$ cat src/rtl/core/jdn_pkg.sv
`default_nettype none

package jdn_pkg;

   // Fixed field widths.
   localparam int SAMPLE_W   = 12;
   localparam int DZ_W       = 8;
   localparam int POS_W      = 16;
   localparam int Q_W        = 16;
   localparam int LANES      = 2;
   localparam int CSR_ADDR_W = 3;
   localparam int CSR_DATA_W = 12;

   localparam logic [SAMPLE_W-1:0] CENTER_RESET = 12'd2048;
   localparam logic [POS_W-1:0]    POS_LIMIT    = 16'd32767;

   // Lane numbering.
   localparam int LANE_X = 0;
   localparam int LANE_Y = 1;

   // Register indexes of the configuration port.
   typedef enum logic [CSR_ADDR_W-1:0] {
      REG_CENTER_X   = 3'd0,
      REG_CENTER_Y   = 3'd1,
      REG_DEADZONE_X = 3'd2,
      REG_DEADZONE_Y = 3'd3,
      REG_FLIP_X     = 3'd4,
      REG_FLIP_Y     = 3'd5
   } reg_idx_type;

   // Per-item control that travels alongside the division chain.
   typedef struct packed {
      logic [LANES-1:0] zero;
      logic [LANES-1:0] neg;
      logic             fault;
   } ctl_type;

endpackage

`default_nettype wire

$ cat src/rtl/core/jdn_prep.sv
`default_nettype none

module jdn_prep
   import jdn_pkg::*;
#(
   parameter int FULL_SCALE = 4095,
   parameter int FRAC_BITS  = 15,
   parameter int DIV_W      = 12,
   parameter int DVD_W      = 27
) (
   input  logic [SAMPLE_W-1:0] sample,
   input  logic [SAMPLE_W-1:0] center,
   input  logic [DZ_W-1:0]     deadzone,
   input  logic                flip,
   output logic                zero,
   output logic                neg,
   output logic                fault,
   output logic [DVD_W-1:0]    dvd,
   output logic [DIV_W-1:0]    div
);

   localparam int OFF_W = SAMPLE_W + 2;
   localparam int SP_W  = DIV_W + 2;

   logic signed [OFF_W-1:0] off_w;
   logic signed [OFF_W-1:0] dz_w;
   logic        [OFF_W-1:0] mag_w;
   logic                    inside_w;
   logic                    below_w;
   logic signed [SP_W-1:0]  span_w;
   logic                    bad_w;

   // Offset from the centre and the deadzone band test.
   always_comb begin
      off_w    = $signed({2'b00, sample}) - $signed({2'b00, center});
      dz_w     = $signed({{(OFF_W-DZ_W){1'b0}}, deadzone});
      inside_w = (off_w >= -dz_w) && (off_w <= dz_w);
      below_w  = off_w[OFF_W-1];
      mag_w    = below_w ? OFF_W'(-off_w - dz_w) : OFF_W'(off_w - dz_w);
   end

   // Span on the side of the centre that the sample lies on.
   always_comb begin
      if (below_w) begin
         span_w = SP_W'(center) - SP_W'(deadzone);
      end else begin
         span_w = SP_W'(FULL_SCALE) - SP_W'(center) - SP_W'(deadzone);
      end
      bad_w = span_w[SP_W-1] || (span_w == '0);
   end

   // Dividend is the magnitude times (2^FRAC_BITS - 1).
   assign dvd   = (DVD_W'(mag_w[SAMPLE_W-1:0]) << FRAC_BITS)
                  - DVD_W'(mag_w[SAMPLE_W-1:0]);
   assign div   = span_w[DIV_W-1:0];
   assign zero  = inside_w || bad_w;
   assign fault = !inside_w && bad_w;
   assign neg   = below_w ^ flip;

endmodule

`default_nettype wire

$ cat src/rtl/core/jdn_div_cell.sv
`default_nettype none

module jdn_div_cell
   import jdn_pkg::*;
#(
   parameter int DIV_W   = 12,
   parameter int DVD_W   = 27,
   parameter int BIT_POS = 0
) (
   input  logic                        clock,
   input  logic                        reset,
   input  logic                        up_valid,
   output logic                        up_ready,
   input  ctl_type                     up_ctl,
   input  logic [LANES-1:0][DVD_W-1:0] up_rem,
   input  logic [LANES-1:0][DIV_W-1:0] up_div,
   input  logic [LANES-1:0][Q_W-1:0]   up_quo,
   output logic                        dn_valid,
   input  logic                        dn_ready,
   output ctl_type                     dn_ctl,
   output logic [LANES-1:0][DVD_W-1:0] dn_rem,
   output logic [LANES-1:0][DIV_W-1:0] dn_div,
   output logic [LANES-1:0][Q_W-1:0]   dn_quo
);

   localparam int CMP_W = (DVD_W > DIV_W + Q_W) ? DVD_W : DIV_W + Q_W;

   logic                        valid_ff;
   logic                        valid_in;
   ctl_type                     ctl_ff;
   logic [LANES-1:0][DVD_W-1:0] rem_ff;
   logic [LANES-1:0][DVD_W-1:0] rem_in;
   logic [LANES-1:0][DIV_W-1:0] div_ff;
   logic [LANES-1:0][Q_W-1:0]   quo_ff;
   logic [LANES-1:0][Q_W-1:0]   quo_in;
   logic [LANES-1:0][CMP_W-1:0] shifted_w;
   logic [LANES-1:0][CMP_W-1:0] diff_w;
   logic [LANES-1:0]            take_w;

   // One restoring step per lane: resolve quotient bit BIT_POS.
   always_comb begin
      for (int l = 0; l < LANES; l++) begin
         shifted_w[l] = CMP_W'(up_div[l]) << BIT_POS;
         take_w[l]    = CMP_W'(up_rem[l]) >= shifted_w[l];
         diff_w[l]    = CMP_W'(up_rem[l]) - shifted_w[l];
         rem_in[l]    = take_w[l] ? diff_w[l][DVD_W-1:0] : up_rem[l];
         quo_in[l]    = up_quo[l] | (Q_W'(take_w[l]) << BIT_POS);
      end
   end

   // The cell takes an item whenever it is empty or its neighbour takes its own.
   assign up_ready = !valid_ff || dn_ready;
   assign valid_in = up_ready ? up_valid : valid_ff;

   always_ff @(posedge clock) begin
      if (reset) begin
         valid_ff <= 1'b0;
      end else begin
         valid_ff <= valid_in;
      end
   end

   always_ff @(posedge clock) begin
      if (up_ready && up_valid) begin
         ctl_ff <= up_ctl;
         rem_ff <= rem_in;
         div_ff <= up_div;
         quo_ff <= quo_in;
      end
   end

   assign dn_valid = valid_ff;
   assign dn_ctl   = ctl_ff;
   assign dn_rem   = rem_ff;
   assign dn_div   = div_ff;
   assign dn_quo   = quo_ff;

endmodule

`default_nettype wire

$ cat src/rtl/core/jdn_post.sv
`default_nettype none

module jdn_post
   import jdn_pkg::*;
(
   input  logic                      clock,
   input  logic                      reset,
   input  logic                      up_valid,
   output logic                      up_ready,
   input  ctl_type                   up_ctl,
   input  logic [LANES-1:0][Q_W-1:0] up_quo,
   output logic                      rsp_valid,
   input  logic                      rsp_ready,
   output logic signed [POS_W-1:0]   rsp_pos_x,
   output logic signed [POS_W-1:0]   rsp_pos_y,
   output logic                      rsp_span_fault
);

   logic                        rsp_valid_ff;
   logic                        rsp_valid_in;
   logic [LANES-1:0][POS_W-1:0] pos_ff;
   logic [LANES-1:0][POS_W-1:0] pos_in;
   logic                        fault_ff;
   logic [LANES-1:0][POS_W-1:0] mag_w;

   // Saturate the quotient, then apply sign and the forced zero.
   always_comb begin
      for (int l = 0; l < LANES; l++) begin
         mag_w[l] = up_quo[l][Q_W-1] ? POS_LIMIT : {1'b0, up_quo[l][Q_W-2:0]};
         if (up_ctl.zero[l]) begin
            pos_in[l] = '0;
         end else if (up_ctl.neg[l]) begin
            pos_in[l] = -mag_w[l];
         end else begin
            pos_in[l] = mag_w[l];
         end
      end
   end

   // Output register: loads when empty or when the receiver takes the item.
   assign up_ready     = !rsp_valid_ff || rsp_ready;
   assign rsp_valid_in = up_ready ? up_valid : rsp_valid_ff;

   always_ff @(posedge clock) begin
      if (reset) begin
         rsp_valid_ff <= 1'b0;
      end else begin
         rsp_valid_ff <= rsp_valid_in;
      end
   end

   always_ff @(posedge clock) begin
      if (up_ready && up_valid) begin
         pos_ff   <= pos_in;
         fault_ff <= up_ctl.fault;
      end
   end

   assign rsp_valid      = rsp_valid_ff;
   assign rsp_pos_x      = $signed(pos_ff[LANE_X]);
   assign rsp_pos_y      = $signed(pos_ff[LANE_Y]);
   assign rsp_span_fault = fault_ff;

endmodule

`default_nettype wire

$ cat src/rtl/core/joystick_deadzone_normalizer_unit.sv
// Joystick deadzone normaliser.
// An item on the req_ channel is one pair of raw ADC codes (X and Y). Each
// axis has its centre removed, a deadzone applied and is divided by the span
// on its side of the centre, giving a signed Q1.15 position saturated to
// +-32767; rsp_span_fault flags a span <= 0 on an axis past its deadzone.
// Both channels are valid/ready. The csr_ port writes the centres, deadzone
// half widths and flip bits, and should only be used while no item is in
// flight.
// Throughput is one item per cycle while the receiver keeps up. The input
// stage takes the item at the accepting edge; it then passes through the
// 16 divider cells (one quotient bit for both axes) and the output register,
// which drives rsp_valid.
// When the receiver stalls, items keep entering until every stage of the
// chain holds one, then req_ready falls; nothing is dropped.
// Reset empties the chain and restores the register defaults (centre 2048,
// no deadzone, no flip).

`default_nettype none

module joystick_deadzone_normalizer_unit
   import jdn_pkg::*;
#(
   parameter int FULL_SCALE = 4095,
   parameter int FRAC_BITS  = 15
) (
   input  logic                    clock,
   input  logic                    reset,
   input  logic                    req_valid,
   output logic                    req_ready,
   input  logic [SAMPLE_W-1:0]     req_sample_x,
   input  logic [SAMPLE_W-1:0]     req_sample_y,
   output logic                    rsp_valid,
   input  logic                    rsp_ready,
   output logic signed [POS_W-1:0] rsp_pos_x,
   output logic signed [POS_W-1:0] rsp_pos_y,
   output logic                    rsp_span_fault,
   input  logic                    csr_we,
   input  logic [CSR_ADDR_W-1:0]   csr_addr,
   input  logic [CSR_DATA_W-1:0]   csr_wdata
);

   localparam int DIV_W     = (FULL_SCALE >= (1 << SAMPLE_W)) ?
                              $clog2(FULL_SCALE + 1) : SAMPLE_W;
   localparam int DVD_W     = SAMPLE_W + FRAC_BITS;
   localparam int NUM_CELLS = Q_W;

   // Configuration registers.
   logic [SAMPLE_W-1:0] center_x_ff;
   logic [SAMPLE_W-1:0] center_y_ff;
   logic [DZ_W-1:0]     deadzone_x_ff;
   logic [DZ_W-1:0]     deadzone_y_ff;
   logic                flip_x_ff;
   logic                flip_y_ff;

   always_ff @(posedge clock) begin
      if (reset) begin
         center_x_ff   <= CENTER_RESET;
         center_y_ff   <= CENTER_RESET;
         deadzone_x_ff <= '0;
         deadzone_y_ff <= '0;
         flip_x_ff     <= 1'b0;
         flip_y_ff     <= 1'b0;
      end else if (csr_we) begin
         unique case (csr_addr)
            REG_CENTER_X:   center_x_ff   <= csr_wdata[SAMPLE_W-1:0];
            REG_CENTER_Y:   center_y_ff   <= csr_wdata[SAMPLE_W-1:0];
            REG_DEADZONE_X: deadzone_x_ff <= csr_wdata[DZ_W-1:0];
            REG_DEADZONE_Y: deadzone_y_ff <= csr_wdata[DZ_W-1:0];
            REG_FLIP_X:     flip_x_ff     <= csr_wdata[0];
            REG_FLIP_Y:     flip_y_ff     <= csr_wdata[0];
            default: ;
         endcase
      end
   end

   // Per-axis offset, deadzone and span.
   logic [LANES-1:0]            prep_zero;
   logic [LANES-1:0]            prep_neg;
   logic [LANES-1:0]            prep_fault;
   logic [LANES-1:0][DVD_W-1:0] prep_dvd;
   logic [LANES-1:0][DIV_W-1:0] prep_div;

   jdn_prep #(
      .FULL_SCALE (FULL_SCALE),
      .FRAC_BITS  (FRAC_BITS),
      .DIV_W      (DIV_W),
      .DVD_W      (DVD_W)
   ) u_prep_x (
      .sample   (req_sample_x),
      .center   (center_x_ff),
      .deadzone (deadzone_x_ff),
      .flip     (flip_x_ff),
      .zero     (prep_zero[LANE_X]),
      .neg      (prep_neg[LANE_X]),
      .fault    (prep_fault[LANE_X]),
      .dvd      (prep_dvd[LANE_X]),
      .div      (prep_div[LANE_X])
   );

   jdn_prep #(
      .FULL_SCALE (FULL_SCALE),
      .FRAC_BITS  (FRAC_BITS),
      .DIV_W      (DIV_W),
      .DVD_W      (DVD_W)
   ) u_prep_y (
      .sample   (req_sample_y),
      .center   (center_y_ff),
      .deadzone (deadzone_y_ff),
      .flip     (flip_y_ff),
      .zero     (prep_zero[LANE_Y]),
      .neg      (prep_neg[LANE_Y]),
      .fault    (prep_fault[LANE_Y]),
      .dvd      (prep_dvd[LANE_Y]),
      .div      (prep_div[LANE_Y])
   );

   // Links of the chain; link 0 is the input stage.
   logic                        stg_valid [NUM_CELLS+1];
   logic                        stg_ready [NUM_CELLS+1];
   ctl_type                     stg_ctl   [NUM_CELLS+1];
   logic [LANES-1:0][DVD_W-1:0] stg_rem   [NUM_CELLS+1];
   logic [LANES-1:0][DIV_W-1:0] stg_div   [NUM_CELLS+1];
   logic [LANES-1:0][Q_W-1:0]   stg_quo   [NUM_CELLS+1];

   // Input stage register.
   logic                        in_valid_ff;
   logic                        in_valid_in;
   ctl_type                     in_ctl_ff;
   ctl_type                     in_ctl_in;
   logic [LANES-1:0][DVD_W-1:0] in_dvd_ff;
   logic [LANES-1:0][DIV_W-1:0] in_div_ff;

   assign in_ctl_in.zero  = prep_zero;
   assign in_ctl_in.neg   = prep_neg;
   assign in_ctl_in.fault = |prep_fault;

   assign req_ready   = !in_valid_ff || stg_ready[0];
   assign in_valid_in = req_ready ? req_valid : in_valid_ff;

   always_ff @(posedge clock) begin
      if (reset) begin
         in_valid_ff <= 1'b0;
      end else begin
         in_valid_ff <= in_valid_in;
      end
   end

   always_ff @(posedge clock) begin
      if (req_ready && req_valid) begin
         in_ctl_ff <= in_ctl_in;
         in_dvd_ff <= prep_dvd;
         in_div_ff <= prep_div;
      end
   end

   assign stg_valid[0] = in_valid_ff;
   assign stg_ctl[0]   = in_ctl_ff;
   assign stg_rem[0]   = in_dvd_ff;
   assign stg_div[0]   = in_div_ff;
   assign stg_quo[0]   = '0;

   // Divider cells, most significant quotient bit first.
   for (genvar i = 0; i < NUM_CELLS; i++) begin : g_cell
      jdn_div_cell #(
         .DIV_W   (DIV_W),
         .DVD_W   (DVD_W),
         .BIT_POS (NUM_CELLS - 1 - i)
      ) u_cell (
         .clock    (clock),
         .reset    (reset),
         .up_valid (stg_valid[i]),
         .up_ready (stg_ready[i]),
         .up_ctl   (stg_ctl[i]),
         .up_rem   (stg_rem[i]),
         .up_div   (stg_div[i]),
         .up_quo   (stg_quo[i]),
         .dn_valid (stg_valid[i+1]),
         .dn_ready (stg_ready[i+1]),
         .dn_ctl   (stg_ctl[i+1]),
         .dn_rem   (stg_rem[i+1]),
         .dn_div   (stg_div[i+1]),
         .dn_quo   (stg_quo[i+1])
      );
   end

   // Saturation, sign and output register.
   jdn_post u_post (
      .clock          (clock),
      .reset          (reset),
      .up_valid       (stg_valid[NUM_CELLS]),
      .up_ready       (stg_ready[NUM_CELLS]),
      .up_ctl         (stg_ctl[NUM_CELLS]),
      .up_quo         (stg_quo[NUM_CELLS]),
      .rsp_valid      (rsp_valid),
      .rsp_ready      (rsp_ready),
      .rsp_pos_x      (rsp_pos_x),
      .rsp_pos_y      (rsp_pos_y),
      .rsp_span_fault (rsp_span_fault)
   );

endmodule

`default_nettype wire

$ cat config.mk
export PLATFORM = sky130hd
export DESIGN_NAME = joystick_deadzone_normalizer_unit
export DESIGN_NICKNAME = d
export VERILOG_FILES = /design/src/rtl/core/jdn_pkg.sv /design/src/rtl/core/jdn_prep.sv /design/src/rtl/core/jdn_div_cell.sv /design/src/rtl/core/jdn_post.sv /design/src/rtl/core/joystick_deadzone_normalizer_unit.sv
export SDC_FILE = /design/constraint.sdc
export NUM_CORES = 2
export LEC_CHECK = 0
export BUFFER_PORTS_ARGS = -buffer_cell sky130_fd_sc_hd__clkbuf_2
export CORE_UTILIZATION = 29
export CTS_CLUSTER_DIAMETER = 150
export CTS_CLUSTER_SIZE = 24
export DETAILED_ROUTE_END_ITERATION = 8
export SLEW_MARGIN = 20
export SYNTH_ARGS = -nofsm -noshare
export SYNTH_HDL_FRONTEND = slang
export SYNTH_HIERARCHICAL = 1
export SYNTH_SLANG_ARGS = --single-unit
$ cat constraint.sdc
create_clock -name clock -period 7.47 [get_ports clock]
set_clock_uncertainty 0.2 [all_clocks]
set_input_delay 0.3735 -clock clock [delete_from_list [all_inputs] [get_ports clock]]
set_output_delay 0.3735 -clock clock [all_outputs]
set_load 0.05 [all_outputs]
==> impl_metrics.env <==
export IMPL_die_x_um=578
export IMPL_antenna_found_initial=2
export IMPL_hold_path_endpoint="g_cell[2].u_cell/dn_quo[6]"
export IMPL_clockBufferDepth=3
export IMPL_drcViolationCount=0
export IMPL_min_path_cells=0
export IMPL_ant_nets=0
export IMPL_dp_hpwl_um=144000
export IMPL_viasPerCell=4.69
export IMPL_die_h_um=578
export IMPL_final_hold_violation_count=0
export IMPL_cts_sinks=1938
export IMPL_rr_endpoint="in_dvd_ff[43]"
export IMPL_critical_path_class="reg2reg"
export IMPL_io_buffers=78
export IMPL_pre_cts_ws_ns=1.66
export IMPL_r2r_start="center_y_ff[1]"
export IMPL_setup_violations=0
export IMPL_dieArea_um2=334000
export IMPL_maxSlewViolCount=0
export IMPL_hold_path_class="reg2reg"
export IMPL_syn_avg_cell_area_um2=12.7
export IMPL_arrival_ns=6.03
export IMPL_dr_pass1_iters=6
export IMPL_syn_inst=7559
export IMPL_netlist_area_um2=96100
export IMPL_grt_max_degree=84
export IMPL_cts_tree="yes"
export IMPL_routed_via_count=56600
export IMPL_wl_per_cell_um=15.4
export IMPL_design_core_area_um2=330000
export IMPL_clk_pin_slew_ns=0.10
export IMPL_reg2regPathDepth=20
export IMPL_max_freq_mhz=174
export IMPL_drive_above_1_share_pct=6.64
export IMPL_overflow=0
export IMPL_numCtsBuffers=91
export IMPL_irDropWorstVdd_v=0.000179
export IMPL_max_cap_viol_count=0
export IMPL_io_pins=79
export IMPL_grt_pass1_vias=56900
export IMPL_place_congestion=0.909
export IMPL_critPathCaptureType="flip-flop"
export IMPL_relSlewSlack_pct=29.3
export IMPL_fin_util_pct=31.6
export IMPL_p_leak_uw=0.0359
export IMPL_fin_ws_ns=1.73
export IMPL_ys_warn_count=6
export IMPL_clk_root_buffer_cell="clkbuf_16"
export IMPL_placementRows=211
export IMPL_drtIter0Drc=3657
export IMPL_postRouteWirelength_um=186000
export IMPL_whs_ns=0.188
export IMPL_required_ns=7.76
export IMPL_min_period_ns=5.74
export IMPL_powerDensity_nw_per_um2=195
export IMPL_nNetsFinal=8252
export IMPL_cts_resized=0
export IMPL_startpoint_type="flip-flop"
export IMPL_area_delta_synth_final_pct=8.58
export IMPL_clk_latency_ns=0.76
export IMPL_grt_total_usage_pct=10.8
export IMPL_start_util_pct=29.1
export IMPL_htreeDepth=3
export IMPL_period_share_pct=76.8
export IMPL_min_from="g_cell[1].u_cell/dn_quo[6]"
export IMPL_worstPathMaxFanout=7
export IMPL_tightest_slew_ns=1.06
export IMPL_ff2ff_setup_slack_ns=1.73
export IMPL_tns_ns=0
export IMPL_grt_pass1_wl_um=298000
export IMPL_rsz0062_at_grt="no"
export IMPL_outcome="finished, final reports clean"
-- power by group --
part	internal, µW	total [µW]	switching, µW
clock	2380	5620	3230
combinational	1040	2400	1370
sequential	12100	12300	163
total	15500	20300	4760
-- sequential cells by signal, summed over array words and instances (netlist names), 5 cells and up --
register and flops:
in_dvd_ff 54, g_cell.u_cell/dn_valid 16, deadzone_y_ff 8, in_div_ff 24
g_cell.u_cell/dn_div 360, u_post/rsp_pos_y 16, g_cell.u_cell/dn_rem 810, center_y_ff 12
u_post/rsp_pos_x 16, center_x_ff 12, g_cell.u_cell/dn_ctl 80, in_ctl_ff 5
g_cell.u_cell/dn_quo 512, deadzone_x_ff 8
-- critical path, stage by stage, from the launching register on --
cell	delay, ns
dfxtp_1	0.54
inv_1	0.14
ha_1	0.28
nor2b_1	0.14
o31a_1	0.30
o21ai_0	0.18
nand2b_1	0.09
xor2_1	0.19
ha_1	0.44
inv_1	0.10
ha_1	0.35
o21ai_0	0.15
o21ai_0	0.16
and2_1	0.22
a21boi_0	0.14
nor4_1	0.40
o31ai_4	0.11
xnor2_1	0.27
or4_1	0.73
and2_4	0.23
xnor2_2	0.11
-- per-stage QoR --
| stage | area [µm²] | instances | power [µW] |
|---|---|---|---|
| after global placement | 102000 | 11900 | 14900 |
| after CTS | 104000 | 12100 | 20600 |
| after detailed placement | 102000 | 11900 | 14900 |
| final | 104000 | 12100 | 20300 |
| after floorplan | 96300 | 7590 | 14300 |
| after global routing | 104000 | 12100 | 21200 |
-- worst max path at each step --
stage	startpoint	end	slack (ns)	cells past startpoint
5_1_grt	center_y_ff[1]	in_dvd_ff[46]	1.20	20
4_1_cts	center_y_ff[1]	in_dvd_ff[43]	1.71	20
6_report	center_y_ff[1]	in_dvd_ff[43]	1.73	20
2_1_floorplan	u_post/rsp_valid	g_cell[0].u_cell/dn_ctl[0]	1.56	18
3_5_place_dp	req_sample_y[0]	in_dvd_ff[43]	1.66	20
3_3_place_gp	req_sample_y[0]	in_dvd_ff[43]	1.66	20
-- layout by cell type (no fill, tap or decap), types with 47 or more instances in the layout --
| master | n |
|---|---|
| a21o_1 | 149 |
| mux2i_1 | 86 |
| xor2_1 | 215 |
| a21oi_1 | 415 |
| o21ai_0 | 320 |
| a211oi_1 | 78 |
| nand4_1 | 72 |
| o21a_1 | 73 |
| nor2b_1 | 57 |
| o31ai_1 | 47 |
| nor2_1 | 440 |
| nor4_1 | 102 |
| inv_1 | 612 |
| or3_1 | 67 |
| nand3_1 | 116 |
| ha_1 | 522 |
| mux2_2 | 83 |
| o21bai_1 | 49 |
| nand2b_1 | 159 |
| a31oi_1 | 59 |
| clkbuf_2 | 78 |
| nand2_1 | 399 |
| edfxtp_1 | 1878 |
| dfxtp_1 | 60 |
| clkbuf_16 | 93 |
| xnor2_1 | 311 |
| nor3_1 | 186 |
-- final cells by class --
cell class / instances / area [µm²]
Inverter: 618 / 2320
Clock inverter: 9 / 200
Fill cell: 32300 / 226000
Multi-Input combinational cell: 4869 / 35500
Antenna cell: 1 / 2.50
Tap cell: 4366 / 5460
Clock buffer: 132 / 2470
Timing Repair Buffer: 128 / 816
Sequential cell: 1938 / 57600
-- repair_timing --
item / 4_1_cts / 5_1_grt
setup buffers: 0 / 0
hold buffers: 20 / 0
endpoints found under the hold margin: 46 / 0
-- per-layer routing --
layer  vias up  wire length [µm]  GRT usage [%]
li1      28300                 -              -
met2      1000             89500           19.1
met3       319              5240           1.16
met1     27100             85100           13.6
met5         -                 0              0
met4         0              6400           3.93
Power figures use the tool's default switching activity.
